**config.mk**
```make
export PLATFORM = sky130hd
export DESIGN_NAME = pmsc_queue
export DESIGN_NICKNAME = d
export VERILOG_FILES = /design/src/design/pmsc_pkg.sv /design/src/design/pmsc_queue.sv
export SDC_FILE = /design/constraint.sdc
export NUM_CORES = 1
export LEC_CHECK = 0
export BUFFER_PORTS_ARGS = -buffer_cell sky130_fd_sc_hd__buf_4
export CORE_UTILIZATION = 44
export DETAILED_ROUTE_END_ITERATION = 10
export PLACE_DENSITY = 0.63
export SYNTH_ARGS = -nofsm -noshare
export SYNTH_HDL_FRONTEND = slang
export SYNTH_SLANG_ARGS = --single-unit
```
**constraint.sdc**
```tcl
create_clock -name clock -period 3.32 [get_ports clock]
set_clock_uncertainty 0.15 [all_clocks]
set_input_delay 0 -clock clock [delete_from_list [all_inputs] [get_ports clock]]
set_output_delay 0 -clock clock [all_outputs]
set_load 0.005 [all_outputs]
```
**src/design/pmsc_pkg.sv**
```systemverilog
// Shared types and constants for the PID motor speed controller.
// No dependencies; every other design file refers to this package by scoped names.
package pmsc_pkg;

   localparam int unsigned GAIN_W    = 24;
   localparam int unsigned TARGET_W  = 16;
   localparam int unsigned MEAS_W    = 16;
   localparam int unsigned TIME_W    = 32;
   localparam int unsigned ERR_W     = 17;
   localparam int unsigned DERR_W    = 18;
   localparam int unsigned SUM_W     = 40;
   localparam int unsigned DUTY_W    = 8;
   localparam int unsigned FRAC_BITS = 16;
   localparam int unsigned CSR_IDX_W = 2;

   // integral product is built from two 24x20 partial products
   localparam int unsigned SUM_SPLIT = 20;
   localparam int unsigned P_W       = GAIN_W + 1 + ERR_W;
   localparam int unsigned D_W       = GAIN_W + 1 + DERR_W;
   localparam int unsigned ILO_W     = GAIN_W + SUM_SPLIT;
   localparam int unsigned IHI_W     = GAIN_W + 1 + SUM_W - SUM_SPLIT;
   localparam int unsigned ITERM_W   = 65;
   localparam int unsigned ACC_W     = 64;
   localparam int unsigned PD_W      = 44;

   localparam logic signed [ITERM_W-1:0] TERM_LIM = 65'sh0_4000_0000_0000_0000;
   localparam logic [DUTY_W-1:0] DUTY_MAX = 8'd255;

   localparam logic [TIME_W-1:0] PERIOD_MS = 32'd50;

   localparam logic [CSR_IDX_W-1:0] REG_TARGET_RPM   = 2'd0;
   localparam logic [CSR_IDX_W-1:0] REG_KP_GAIN      = 2'd1;
   localparam logic [CSR_IDX_W-1:0] REG_KI_DT_GAIN   = 2'd2;
   localparam logic [CSR_IDX_W-1:0] REG_KD_RATE_GAIN = 2'd3;

   localparam logic [GAIN_W-1:0] KP_RESET = 24'd6554;
   localparam logic [GAIN_W-1:0] KI_RESET = 24'd164;
   localparam logic [GAIN_W-1:0] KD_RESET = 24'd13107;

   localparam logic CMD_UPDATE = 1'b0;
   localparam logic CMD_STOP   = 1'b1;

   localparam int unsigned QUEUE_DEPTH = 4;
   localparam int unsigned QUEUE_AW    = 2;
   localparam int unsigned QUEUE_CW    = 3;

   typedef struct packed {
      logic                     is_stop;
      logic                     forward;
      logic signed [ERR_W-1:0]  err;
      logic signed [DERR_W-1:0] err_delta;
      logic signed [SUM_W-1:0]  err_sum;
   } op_type;

   typedef struct packed {
      logic [GAIN_W-1:0] kp;
      logic [GAIN_W-1:0] ki;
      logic [GAIN_W-1:0] kd;
   } gains_type;

endpackage

```
**src/design/pmsc_queue.sv**
```systemverilog
// Four-entry queue of classified operations between front and back ends.
// Uses pmsc_pkg for the entry type and depth.
module pmsc_queue (
   input  logic             clock,
   input  logic             reset,
   input  logic             push,
   input  pmsc_pkg::op_type push_op,
   input  logic             pop,
   output pmsc_pkg::op_type pop_op,
   output logic             full,
   output logic             empty
);

   pmsc_pkg::op_type                   entry_ff [pmsc_pkg::QUEUE_DEPTH];
   logic [pmsc_pkg::QUEUE_AW-1:0]      wr_ptr_ff, wr_ptr_in;
   logic [pmsc_pkg::QUEUE_AW-1:0]      rd_ptr_ff, rd_ptr_in;
   logic [pmsc_pkg::QUEUE_CW-1:0]      count_ff, count_in;

   assign full   = (count_ff == pmsc_pkg::QUEUE_CW'(pmsc_pkg::QUEUE_DEPTH));
   assign empty  = (count_ff == '0);
   assign pop_op = entry_ff[rd_ptr_ff];

   always_comb begin
      wr_ptr_in = push ? wr_ptr_ff + 1'b1 : wr_ptr_ff;
      rd_ptr_in = pop ? rd_ptr_ff + 1'b1 : rd_ptr_ff;
      count_in  = count_ff;
      if (push && !pop) begin
         count_in = count_ff + 1'b1;
      end else if (pop && !push) begin
         count_in = count_ff - 1'b1;
      end
   end

   always_ff @(posedge clock) begin
      if (push) begin
         entry_ff[wr_ptr_ff] <= push_op;
      end
   end

   always_ff @(posedge clock) begin
      if (reset) begin
         wr_ptr_ff <= '0;
         rd_ptr_ff <= '0;
         count_ff  <= '0;
      end else begin
         wr_ptr_ff <= wr_ptr_in;
         rd_ptr_ff <= rd_ptr_in;
         count_ff  <= count_in;
      end
   end

   a_no_overflow: assert property (@(posedge clock) disable iff (reset)
      full |-> !push)
      else $error("push into full queue");

   a_no_underflow: assert property (@(posedge clock) disable iff (reset)
      empty |-> !pop)
      else $error("pop from empty queue");

   a_count_range: assert property (@(posedge clock) disable iff (reset)
      count_ff <= pmsc_pkg::QUEUE_CW'(pmsc_pkg::QUEUE_DEPTH))
      else $error("queue count out of range");

endmodule

```
# After elaboration in Yosys (flattened, before gate mapping)
# Memory sizes are Yosys's and may differ from the RTL's. A register that Yosys moved wholly into a read port is not among the register bits.
# Index checks and enable logic that the tools add are counted.
dict set report classes {
  addsub 4
  eq_ne 1
  n_mux 6
  reduce_logical 6
}
# op n
set ops {}
lappend ops {{$mux 3} 2}
lappend ops {{$add 2x1->2 const B} 2}
lappend ops {{$mux 2} 2}
lappend ops {{$add 3x1->3 const B} 1}
lappend ops {{$eq 3x3->1 const B} 1}
lappend ops {{$logic_not 3->1} 1}
lappend ops {{$sub 3x1->3 const B} 1}
lappend ops {{$logic_and 1x1->1} 2}
lappend ops {{$logic_not 1->1} 2}
lappend ops {{$mux 1} 2}
lappend ops {{$reduce_bool 2->1} 1}
dict set report totals {
  regBits 7
  output_inout_bits 79
  ramBits 308
  n_memories 1
  wordCells 21
}
# memory depth word_bits read_ports rd_clocked_by_memory_dff write_ports line_no
set memory_table {}
lappend memory_table {entry_ff 4 77 1 1 1 pmsc_queue.sv:14} ;# pmsc_pkg::op_type entry_ff [pmsc_pkg::QUEUE_DEPTH];

# Logic depth before layout (Yosys ltp)
dict set report depth {
  depth_word 4
  ltp_mapped 7
  ltp_nobuf 7
}

# Least setup slack after synthesis
# Ideal clock, no wire load.
dict set report synth_timing {
  kind {flip-flop to flip-flop}
  from {register wr_ptr_ff[0] (netlist bit)}
  to {memory entry_ff[0][0] (netlist bit), enable pin}
  setup_time_ns 0.443
  path_stages_with_launch 4
  path_slack_ns 0.388
  arrival_ns 2.339
  n_path_buf 0
  path_cell_list {dfxtp_1 inv_1 ha_1 and2_1}
}
# element line_no
set synth_lines {}
lappend synth_lines {{start: declaration} pmsc_queue.sv:15} ;# logic [pmsc_pkg::QUEUE_AW-1:0] wr_ptr_ff, wr_ptr_in;
lappend synth_lines {{start signal: assignment} pmsc_queue.sv:46} ;# wr_ptr_ff <= wr_ptr_in;
lappend synth_lines {{end: declaration} pmsc_queue.sv:14}
# Straight into the memory's write port.

==> impl_metrics.env <==
export IMPL_switchingPower_mw=1.906
export IMPL_post_drt_wl_per_cell_um=20.46
export IMPL_hold_depth=2
export IMPL_seq_area_frac_synth_pct=81.47
export IMPL_cts_resized=0
export IMPL_grt_use_total_pct=16.66
export IMPL_grt_max_degree=51
export IMPL_drtPass1Iterations=4
export IMPL_worst_r2r_path_depth=3
export IMPL_synthesis_area_um2=11570
export IMPL_synth_edf_count=308
export IMPL_p_leak_nw=5.106
export IMPL_yosysTopAreaCell="edfxtp_1"
export IMPL_tritoncts="built"
export IMPL_swShare_pct=20.89
export IMPL_num_rows=58
export IMPL_grt_overflow_total=0
export IMPL_powerDensity_nw_per_um2=608.4
export IMPL_dieArea_um2=26960
export IMPL_fin_hold_ws_ns=0.08444
export IMPL_r2r_start="wr_ptr_ff[0]"
export IMPL_postLayoutCoreUtil_pct=58.87
export IMPL_synth_top_cell_area_share_pct=79.91
export IMPL_yosys_top_cells_count="edfxtp_1 (308), mux4_2 (77), dfxtp_1 (9)"
export IMPL_status="completed"
export IMPL_place_ws_ns=1.327
export IMPL_critPathRequiredTime_ns=3.17
export IMPL_rsz0062_at_grt="no"
export IMPL_synthCells=447
export IMPL_grtUsageMet2_pct=26.91
export IMPL_cts_buffers=34
export IMPL_clkTransAtPathRegs_ns=0.06
export IMPL_crit_chain="buf_12, mux4_2, buf_4"
export IMPL_die_w_um=164.2
export IMPL_p_clk_share_pct=38.4
export IMPL_antenna_left=0
export IMPL_coreArea_um2=25470
export IMPL_routed_wl_um=21690
export IMPL_nNetsFinal=798
export IMPL_clkLatencyLatePin_ns=0.50
export IMPL_synth_avg_cell_area_um2=25.89
export IMPL_place_congestion=0.6900
export IMPL_clockBufferDepth=3
export IMPL_fin_tns_setup_ns=0
export IMPL_cts_hold_buf=81
export IMPL_io_buffers=159
export IMPL_comb_power_share_pct=10.5
export IMPL_slowest_delay_ns=0.83
export IMPL_setup_violations_final=0
export IMPL_grt_busiest_layer="met2"
export IMPL_root_buffer="clkbuf_16"
export IMPL_crit_arrival_ns=2.22
export IMPL_met1_usage_pct=22.18
export IMPL_setup_ws_ns=0.9541
export IMPL_holdPathEnd="entry_ff[2][3]"
export IMPL_cp_max_fo=45
export IMPL_antennaDiodeCount=0
export IMPL_min_period_ns=2.366
export IMPL_h_tree_depth=2
export IMPL_hpwl_um=12400
export IMPL_crit_path_end_kind="output pin"
export IMPL_max_clock_freq_mhz=422.7
export IMPL_dieHeight_um=164.2
export IMPL_synth_fp_nets=534
export IMPL_min_delay_start="push_op[3]"
export IMPL_yosysMostFrequentCell="edfxtp_1"
export IMPL_drive_gt1_share_pct=39.86
export IMPL_io_pins=160
export IMPL_slowest_stage="dfxtp_4"
export IMPL_drtIter0Drc=325
export IMPL_ys_warn_count=0
export IMPL_critPathKind="flip-flop to output pin"
export IMPL_fin_crit_sh_pct=71.26
export IMPL_total_power_mw=9.123
export IMPL_ys_types=22
export IMPL_worst_pin_slew_ns=0.7539
export IMPL_r2r_slack_ns=1.34
export IMPL_cp_start_kind="flip-flop"
export IMPL_reg2reg_to="entry_ff[3][51]"
export IMPL_seq_power_share_pct=51.1
export IMPL_async_reset_ff_share_pct=0
export IMPL_vdd_ir_drop_max_uv=473.3
export IMPL_cts_setup_buffers=0
export IMPL_vias=5487
export IMPL_gr_usage_met3_pct=4.444
export IMPL_clock_sinks=317
export IMPL_via_per_inst=5.176
export IMPL_synth_seq_cells=317
export IMPL_max_slew_margin_pct=49.74
export IMPL_hold_viol=0
export IMPL_ys_flop_type="edfxtp_1"
export IMPL_area_growth_pct=29.56
export IMPL_hold_path_class="input port to flip-flop"
export IMPL_grt_pass1_wl_um=33280
export IMPL_start_util_pct=45.44
export IMPL_power_internal_mw=7.218
export IMPL_grt_pass1_vias=5982
export IMPL_antenna_found_initial=0
export IMPL_slew_violations=0
export IMPL_max_cap_violations=0
export IMPL_ys_top_cells_by_area="edfxtp_1 (80%), mux4_2 (15%), dfxtp_1 (1.6%)"
export IMPL_nFillCells=1855
export IMPL_drc=0
-- worst max-delay path by stage --
stage / startpoint / slack (ns) / cells after the start / end
detailed placement: wr_ptr_ff[0] / 1.33 / 4 / entry_ff[2][20]
CTS: flip-flop / 0.90 / 3 / pop_op[62]
global route: flip-flop / 0.86 / 3 / pop_op[62]
finish: flip-flop / 0.95 / 3 / pop_op[67]
floorplan: wr_ptr_ff[0] / 0.39 / 3 / entry_ff[0][0]
global placement: wr_ptr_ff[0] / 1.34 / 4 / entry_ff[2][19]
-- critical path: cells and delay by family, from the launching register on --
family / cells / cell delay (ns)
buf+inv: 2 / 0.48
flops: 1 / 0.83
mux: 1 / 0.38
-- cell type report --
cell class	count	area, um^2	share of cell area, %
sequential	317	9437	62.93
clock buffer	46	905.9	6.041
multi-input combinational	107	1974	13.17
tap	330	412.9	2.754
clock inverter	9	117.6	0.7844
inverter	4	15.01	0.1001
timing repair buffer	247	2132	14.22
-- metrics by stage --
step | area, um^2 | instances
4_1_cts | 14990 | 1060
6_report | 14990 | 1060
2_1_floorplan | 11570 | 447
5_1_grt | 14990 | 1060
3_3_place_gp | 13160 | 924
3_5_place_dp | 13160 | 924
-- flip-flops by register name, summed over array words and instances (netlist names), named ones only --
name	count
count_ff	3
entry_ff	308
rd_ptr_ff	2
wr_ptr_ff	2
-- metal layers --
layer,wire length [um],vias up
li1,-,2431
met1,9380,2863
met2,10540,154
met3,1302,39
met4,466,0
met5,0,-
-- cell families after synthesis --
logic type / after synthesis / synth area share [%]
adder cells (fa/ha/maj): 6 / 0.7135
XOR/XNOR: 5 / 0.3784
AO/OA/AOI/OAI: 2 / 0.08640
multiplexers: 79 / 15.16
AND/OR/NAND/NOR: 15 / 0.6378
buffers and inverters: 23 / 1.557
flip-flops: 317 / 81.47
-- power by group through the flow --
stage	sequential, mW	clock (mW)	combinational (mW)
after CTS	4.67	3.58	0.981
after global routing	4.68	3.73	1.04
after floorplan	4.72	0	0.463
final	4.67	3.50	0.959
after global placement	4.74	0	0.880
after detailed placement	4.75	0	0.898
-- placed cells by master, fill, tap and decap left out --
cell           count
edfxtp_1         308
buf_4            160
dlygate4sd3_1     81
mux4_2            77
clkbuf_16         34
clkbuf_1          11
nor2_1             7
dfxtp_1            7
buf_12             6
ha_1               5
inv_1              4
and2_4             4
xor2_1             3
inv_6              3
xnor2_1            2
mux2i_1            2
dfxtp_4            2
clkinv_1           2
bufinv_16          2
nor3_1             1
nor3b_1            1
nand2_1            1
o21ai_0            1
or3_1              1
a21oi_1            1
fa_1               1
clkinv_8           1
clkinvlp_4         1
clkbuf_8           1
(Power assumes the default switching activity.)
