===== config.mk =====
export PLATFORM = sky130hd
export DESIGN_NAME = pmsc_front
export DESIGN_NICKNAME = d
export VERILOG_FILES = /design/src/design/pmsc_pkg.sv /design/src/design/pmsc_front.sv
export SDC_FILE = /design/constraint.sdc
export NUM_CORES = 1
export LEC_CHECK = 0
export ABC_CLOCK_PERIOD_IN_PS = 15800
export BUFFER_PORTS_ARGS = -buffer_cell sky130_fd_sc_hd__buf_2
export CORE_MARGIN = 3
export CORE_UTILIZATION = 59
export DETAILED_ROUTE_END_ITERATION = 8
export PLACE_DENSITY = 0.86
export SLEW_MARGIN = 20
export SYNTH_ARGS = -nofsm -noshare
export SYNTH_HDL_FRONTEND = slang
export SYNTH_SLANG_ARGS = --single-unit

===== constraint.sdc =====
create_clock -name clock -period 15.8 [get_ports clock]
set_clock_uncertainty 0.1 [all_clocks]
set_input_delay 4.74 -clock clock [delete_from_list [all_inputs] [get_ports clock]]
set_output_delay 4.74 -clock clock [all_outputs]
set_load 0.005 [all_outputs]

===== src/design/pmsc_pkg.sv =====
// Shared types and constants for the PID motor speed controller.
// No dependencies; every other design file refers to this package by scoped names.
package pmsc_pkg;

   localparam int unsigned GAIN_W    = 24;
   localparam int unsigned TARGET_W  = 16;
   localparam int unsigned MEAS_W    = 16;
   localparam int unsigned TIME_W    = 32;
   localparam int unsigned ERR_W     = 17;
   localparam int unsigned DERR_W    = 18;
   localparam int unsigned SUM_W     = 40;
   localparam int unsigned DUTY_W    = 8;
   localparam int unsigned FRAC_BITS = 16;
   localparam int unsigned CSR_IDX_W = 2;

   // integral product is built from two 24x20 partial products
   localparam int unsigned SUM_SPLIT = 20;
   localparam int unsigned P_W       = GAIN_W + 1 + ERR_W;
   localparam int unsigned D_W       = GAIN_W + 1 + DERR_W;
   localparam int unsigned ILO_W     = GAIN_W + SUM_SPLIT;
   localparam int unsigned IHI_W     = GAIN_W + 1 + SUM_W - SUM_SPLIT;
   localparam int unsigned ITERM_W   = 65;
   localparam int unsigned ACC_W     = 64;
   localparam int unsigned PD_W      = 44;

   localparam logic signed [ITERM_W-1:0] TERM_LIM = 65'sh0_4000_0000_0000_0000;
   localparam logic [DUTY_W-1:0] DUTY_MAX = 8'd255;

   localparam logic [TIME_W-1:0] PERIOD_MS = 32'd50;

   localparam logic [CSR_IDX_W-1:0] REG_TARGET_RPM   = 2'd0;
   localparam logic [CSR_IDX_W-1:0] REG_KP_GAIN      = 2'd1;
   localparam logic [CSR_IDX_W-1:0] REG_KI_DT_GAIN   = 2'd2;
   localparam logic [CSR_IDX_W-1:0] REG_KD_RATE_GAIN = 2'd3;

   localparam logic [GAIN_W-1:0] KP_RESET = 24'd6554;
   localparam logic [GAIN_W-1:0] KI_RESET = 24'd164;
   localparam logic [GAIN_W-1:0] KD_RESET = 24'd13107;

   localparam logic CMD_UPDATE = 1'b0;
   localparam logic CMD_STOP   = 1'b1;

   localparam int unsigned QUEUE_DEPTH = 4;
   localparam int unsigned QUEUE_AW    = 2;
   localparam int unsigned QUEUE_CW    = 3;

   typedef struct packed {
      logic                     is_stop;
      logic                     forward;
      logic signed [ERR_W-1:0]  err;
      logic signed [DERR_W-1:0] err_delta;
      logic signed [SUM_W-1:0]  err_sum;
   } op_type;

   typedef struct packed {
      logic [GAIN_W-1:0] kp;
      logic [GAIN_W-1:0] ki;
      logic [GAIN_W-1:0] kd;
   } gains_type;

endpackage


===== src/design/pmsc_front.sv =====
// Front end: accepts requests, applies the update period, keeps the loop state
// (integral, previous error, last update time, stopped). Uses pmsc_pkg.
module pmsc_front (
   input  logic                                      clock,
   input  logic                                      reset,
   input  logic                                      req_valid,
   output logic                                      req_stall,
   input  logic                                      req_command,
   input  logic signed [pmsc_pkg::MEAS_W-1:0]        req_measured_rpm,
   input  logic [pmsc_pkg::TIME_W-1:0]               req_now_ms,
   input  logic signed [pmsc_pkg::TARGET_W-1:0]      target_rpm,
   input  logic                                      target_wr,
   input  logic                                      q_full,
   output logic                                      q_push,
   output pmsc_pkg::op_type                          q_push_op
);

   logic signed [pmsc_pkg::SUM_W-1:0]    error_sum_ff, error_sum_in;
   logic signed [pmsc_pkg::DERR_W-1:0]   prev_error_ff, prev_error_in;
   logic [pmsc_pkg::TIME_W-1:0]          last_update_ff, last_update_in;
   logic                                 stopped_ff, stopped_in;

   logic                                 accept;
   logic                                 is_stop;
   logic                                 timely;
   logic [pmsc_pkg::TIME_W-1:0]          elapsed;
   logic signed [pmsc_pkg::TARGET_W-1:0] tgt;
   logic signed [pmsc_pkg::ERR_W-1:0]    err;
   logic signed [pmsc_pkg::DERR_W-1:0]   err_delta;
   logic signed [pmsc_pkg::SUM_W:0]      sum_wide;
   logic signed [pmsc_pkg::SUM_W-1:0]    sum_sat;

   assign req_stall = q_full;
   assign accept    = req_valid && !q_full;
   assign is_stop   = (req_command == pmsc_pkg::CMD_STOP);
   assign elapsed   = req_now_ms - last_update_ff;
   assign timely    = (elapsed >= pmsc_pkg::PERIOD_MS);

   always_comb begin
      tgt = stopped_ff ? '0 : target_rpm;
      err = $signed({tgt[pmsc_pkg::TARGET_W-1], tgt})
          - $signed({req_measured_rpm[pmsc_pkg::MEAS_W-1], req_measured_rpm});
      err_delta = $signed({err[pmsc_pkg::ERR_W-1], err}) - prev_error_ff;
      sum_wide  = $signed({error_sum_ff[pmsc_pkg::SUM_W-1], error_sum_ff})
                + $signed({{(pmsc_pkg::SUM_W + 1 - pmsc_pkg::ERR_W){err[pmsc_pkg::ERR_W-1]}},
                           err});
      // saturate when the carry out disagrees with the sign
      if (sum_wide[pmsc_pkg::SUM_W] != sum_wide[pmsc_pkg::SUM_W-1]) begin
         sum_sat = sum_wide[pmsc_pkg::SUM_W]
                 ? {1'b1, {(pmsc_pkg::SUM_W-1){1'b0}}}
                 : {1'b0, {(pmsc_pkg::SUM_W-1){1'b1}}};
      end else begin
         sum_sat = sum_wide[pmsc_pkg::SUM_W-1:0];
      end
   end

   always_comb begin
      error_sum_in   = error_sum_ff;
      prev_error_in  = prev_error_ff;
      last_update_in = last_update_ff;
      stopped_in     = stopped_ff;
      q_push         = 1'b0;
      q_push_op.is_stop   = is_stop;
      q_push_op.forward   = is_stop ? 1'b1 : !tgt[pmsc_pkg::TARGET_W-1];
      q_push_op.err       = err;
      q_push_op.err_delta = err_delta;
      q_push_op.err_sum   = sum_sat;
      if (accept && is_stop) begin
         error_sum_in  = '0;
         prev_error_in = '0;
         stopped_in    = 1'b1;
         q_push        = 1'b1;
      end else if (accept && (req_command == pmsc_pkg::CMD_UPDATE) && timely) begin
         error_sum_in   = sum_sat;
         prev_error_in  = $signed({err[pmsc_pkg::ERR_W-1], err});
         last_update_in = req_now_ms;
         q_push         = 1'b1;
      end
      if (target_wr) begin
         stopped_in = 1'b0;
      end
   end

   always_ff @(posedge clock) begin
      if (reset) begin
         error_sum_ff   <= '0;
         prev_error_ff  <= '0;
         last_update_ff <= '0;
         stopped_ff     <= 1'b0;
      end else begin
         error_sum_ff   <= error_sum_in;
         prev_error_ff  <= prev_error_in;
         last_update_ff <= last_update_in;
         stopped_ff     <= stopped_in;
      end
   end

   a_stop_clears: assert property (@(posedge clock) disable iff (reset)
      (accept && is_stop && !target_wr) |=>
         (stopped_ff && error_sum_ff == '0 && prev_error_ff == '0))
      else $error("stop did not clear loop state");

endmodule


# == Yosys cells after proc, flatten, opt, wreduce, memory -nomap -nowiden ==
# Index checks and enable logic that the tools add are counted.
# op_classes
add_sub_neg,4
muxes,6
bitwise,2
reduce_logical,9
magnitude_cmp,1
eq_ne,1
# ops
cell,count
$mux 40,2
$add 40x17->41,1
$ge 32x6->1 const B,1
$sub 32x32->32,1
$sub 17x17->18,1
$sub 16x16->17,1
$mux 16,1
$logic_and 1x1->1,4
$reduce_or 2->1,2
$mux 1,3
$logic_not 1->1,2
$not 1->1,2
$reduce_and 2->1,1
$ne 1x1->1,1
# word_totals
wordCells,27
in_bits,70
regBits,90

# == Depth between registers and ports, before layout ==
# depth
word_depth,6
mapped_depth,27
depth_no_buf,24

# == Least setup slack after synthesis ==
# OpenSTA, ideal clock, no wires.
# synth_path
kind,input to output
start,in target_rpm[2] (netlist name)
end,out q_push_op[0] (netlist name)
n_path_buf,2
arrival_ps,9691
path_stages,23
path_slack_ps,1269
path_cell_list,nor2b_1 -> ha_1 -> nor2b_1 -> o21ai_0 -> a21boi_0 -> o211ai_1 -> a21oi_1 -> o311a_1 -> o21a_1 -> o21ai_0 -> a31o_2 -> ha_1 -> a21o_1 -> a21o_1 -> a21o_1 -> a221oi_1 -> a2111oi_0 -> o21ai_1 -> mux2i_1 -> o21a_1 -> clkbuf_1 -> clkbuf_1 -> nand2_1
# synth_lines
element,line_no,rtl
from (decl),pmsc_front.sv:11,"input logic signed [pmsc_pkg::TARGET_W-1:0] target_rpm,"
to (decl),pmsc_front.sv:15,output pmsc_pkg::op_type q_push_op

==> results by group <==
Run status
  – Status: complete, no violations

Timing
  – Slew margin rel.: 0.2567
  – Fmax: 65.16 MHz
  – Hold Fails Final Rpt: 0
  – Setup WS post-layout: around 0.45 ns
  – Worst-Margin Slew: about 1.1 ns
  – Max Slew Vio Count: 0
  – Fin Setup TNS: 0 ns
  – RSZ-0062 raised after global routing: no
  – Final worst path period share: 0.9714
  – Final setup fails: 0
  – Final Critical Period: around 15 ns

Logic synthesis
  – Synthesized cell area: between 9000 and 10,000 um2
  – Yosys top cell area share: 0.1885
  – Main combinational cell family by area after synthesis: compound AO/OA/AOI/OAI gates
  – Post-Synth XOR/XNOR Area: 0.06505
  – Post-synth EDFFs: 0
  – Synth Area in Simple Gates: 0.1830
  – Count of cell types in the netlist: 75
  – Syn Inst Count: approximately 1,300
  – Post-synthesis area per instance: 7.474 um2
  – Post-synthesis sequential area ratio: 0.1885
  – Predominant post-synthesis flop cell: dfxtp_1
  – Area contributors post-synth: dfxtp_1, ha_1, a21oi_1, xnor2_1, mux2i_1
  – Yosys reg bits: 90
  – Post-synthesis mux area share: 0.05144
  – Ys Warns: 0
  – Compound-Gate Fraction of Synth Area: 0.2887
  – Async SR Flop Fraction: 0
  – Cell taking the most area after synthesis: dfxtp_1
  – Adder-Cell Fraction of Synth Area: 0.1495
  – Post-Syn Nets: 1,460

Placement
  – Port bufs: between 100 and 150
  – Hpwl dp: ~21,000 um
  – Worst slack, placed: 0.2165 ns
  – Final weighted congestion in routability-driven placement: 0.9955

Routing
  – Wire per inst: between 15 and 20 um
  – DRC: 0
  – DR vias: between 9,000 and 10,000
  – Detailed Route WL: ~27,000 um
  – Drt first pass iters: 7
  – Remaining antenna violation count: 0
  – Via density: slightly above 6
  – DR iter-0 viols: between 800 and 900

Worst setup path
  – Crit start category: primary input
  – Worst r2r src: stopped_ff$_SDFFE_PP0P_
  – R2R depth: 25
  – Reg-to-Reg End: error_sum_ff[28]$_SDFFE_PP0P_
  – Setup crit start: target_rpm[2]
  – Critical Setup Path Class: in -> out
  – Reg2Reg Setup Slack: approximately 9.1 ns
  – CP Max Fanout: 24
  – CP Capture Type: primary output
  – Crit-path max cell delay: ~0.44 ns
  – Crit path cell chain: buf_2 -> nor2b_1 -> ha_1 -> nor2b_1 -> o21ai_0 -> a21boi_0 -> o211ai_1 -> a21oi_1 -> o311a_1 -> o21a_1 -> o21ai_0 -> a31o_2 -> ha_1 -> a21o_1 -> a21o_1 -> a21o_1 -> a221oi_1 -> a2111oi_2 -> o21ai_1 -> mux2i_1 -> o21a_1 -> buf_4 -> o21ai_0 -> buf_2
  – CP max stage cell: a221oi_1
  – Critical path arrival: about 11 ns
  – Worst endpoint required time: about 11 ns

GRT
  – First-pass GRT wire length: approximately 44,000 um
  – Largest net degree at the start of global routing: 52
  – Vias in the first global route: about 9,000
  – Grt ovf: 0
  – Total track usage: 0.2952
  – Initial antenna violation count: 0

Floorplan
  – Initial Util: 0.6151
  – Core Rows: 45
  – Die height: about 130 um
  – Die area: between 15,000 and 20,000 um2
  – Core area: 15,540 um2
  – Die Span X: about 130 um
  – # IOs: roughly 150

Layout
  – Layout net count: approximately 1,600
  – Share of cells above drive strength 1: 0.1479
  – Antenna Cells: 0
  – Area Overhead vs Synth: 12.45%

Pwr
  – P_leak: ~4.7 nW
  – VDD IR max: ~58 uV
  – Pwr/cell area: just under 90 nW/um2

Worst hold path
  – Hold Crit Class: reg -> reg
  – Hold Crit Start: error_sum_ff[30]$_SDFFE_PP0P_
  – WHS Path Cells: 2
  – WHS Endpoint: error_sum_ff[30]$_SDFFE_PP0P_

Clock tree
  – CTS sink count: 90
  – Worst-skew pair later-pin latency: 0.36 ns
  – Maximum clock path buffer count: 2
  – CTS Buf Count: 9
  – CTS tree: yes
  – Worst-path clk slew: approximately 0.060 ns
  – # Post-CTS Setup Buffers: 0
  – # H-tree levels: 3
  – CTS Root Cell: clkbuf_16

Job
  – Max cap viols: 0
-- metal layers --
layer | GRT usage | vias up | share of wire
met5 | 0 | - | 0
met4 | 0.1040 | 0 | 0.028
met3 | 0.04834 | 52 | 0.069
met2 | 0.4814 | 449 | 0.45
met1 | 0.3960 | 4519 | 0.45
li1 | - | 4846 | -
-- worst max path at each step --
| stage | endpoint | slack (ns) | cells past startpoint |
|---|---|---|---|
| 6_report | q_push_op[12] | 0.45 | 24 |
| 5_1_grt | q_push_op[19] | 0.06 | 24 |
| 4_1_cts | q_push_op[13] | 0.21 | 24 |
| 3_5_place_dp | q_push_op[13] | 0.22 | 24 |
| 3_3_place_gp | q_push_op[13] | 0.48 | 24 |
| 2_1_floorplan | q_push_op[0] | 1.27 | 23 |
-- placed cells by master, fill, tap and decap left out, drive strengths merged, types with 18 or more instances in the layout --
| cell type | count |
|---|---|
| buf | 170 |
| a21oi | 121 |
| inv | 110 |
| ha | 107 |
| nor2 | 106 |
| nand2 | 101 |
| dfxtp | 90 |
| o21ai | 79 |
| xnor2 | 55 |
| mux2i | 48 |
| a21o | 37 |
| nor2b | 26 |
| o2bb2ai | 25 |
| nand3 | 23 |
| nand4 | 22 |
| a31oi | 21 |
| o21a | 19 |
| a211oi | 19 |
| nor3 | 18 |
-- sequential cells by signal, summed over array words and instances (netlist names) --
register / flops
error_sum_ff: 40
last_update_ff: 32
prev_error_ff: 17
stopped_ff: 1
-- power by group --
group / switching (mW) / leakage [nW] / internal (mW)
registers: 0.00564 / 0.731 / 0.236
clock network: 0.0989 / 0.147 / 0.123
logic: 0.282 / 3.83 / 0.206
total: 0.386 / 4.71 / 0.565
-- cell usage after synthesis (all sizes together), types with 8 or more instances --
| library cell | n |
|---|---|
| a211oi | 19 |
| a31oi | 21 |
| o21a | 19 |
| nand3 | 23 |
| xnor2 | 55 |
| nand2 | 101 |
| inv | 109 |
| nor3 | 18 |
| o2bb2ai | 25 |
| dfxtp | 90 |
| buf | 17 |
| xor2 | 16 |
| o31ai | 10 |
| o211ai | 15 |
| a21o | 37 |
| ha | 107 |
| or3 | 10 |
| o21bai | 15 |
| and2 | 11 |
| o21ai | 79 |
| clkbuf | 48 |
| a21oi | 121 |
| nand4 | 22 |
| nand2b | 8 |
| and3 | 13 |
| mux2i | 48 |
| nor2 | 106 |
| nor2b | 26 |
-- cell type report --
class	count	area, um2
multi-input combinational	1015	7073
fill	1359	4791
sequential	90	1802
timing repair buffer	170	905.9
inverter	109	409.1
tap	211	264.0
clock buffer	10	229.0
clock inverter	6	66.31
-- critical path, delay by kind of cell --
kind            cells  cell delay, ns
fa+ha+maj           2            0.71
buf+inv             3            0.60
simple gates        2            0.26
compound gates     16            3.90
mux                 1            0.28
-- timing repair --
item                                    CTS  global route
gates resized for setup                   0             3
hold buffers                              0             0
endpoints found under the setup margin    0            33
-- logic make-up after synthesis --
family,Yosys count
AO/OA/AOI/OAI,420
XOR/XNOR,71
adder cells (fa/ha/maj),112
buffers and inverters,174
flip-flops,90
multiplexers,49
AND/OR/NAND/NOR,363
-- per-stage QoR --
step	cells	power (mW)	instance area [um2]	utilization	hold WS, ns
after global routing	1611	1.012	10750	0.6917	0.3910
after global placement	1595	0.7137	10450	0.6722	0.3558
after detailed placement	1595	0.7230	10450	0.6722	0.3602
after CTS	1611	0.9467	10740	0.6912	0.3701
final	1611	0.9517	10750	0.6917	0.3697
after floorplan	1279	0.5614	9559	-	0.3403
No activity file was read; power rests on OpenSTA's default activity.
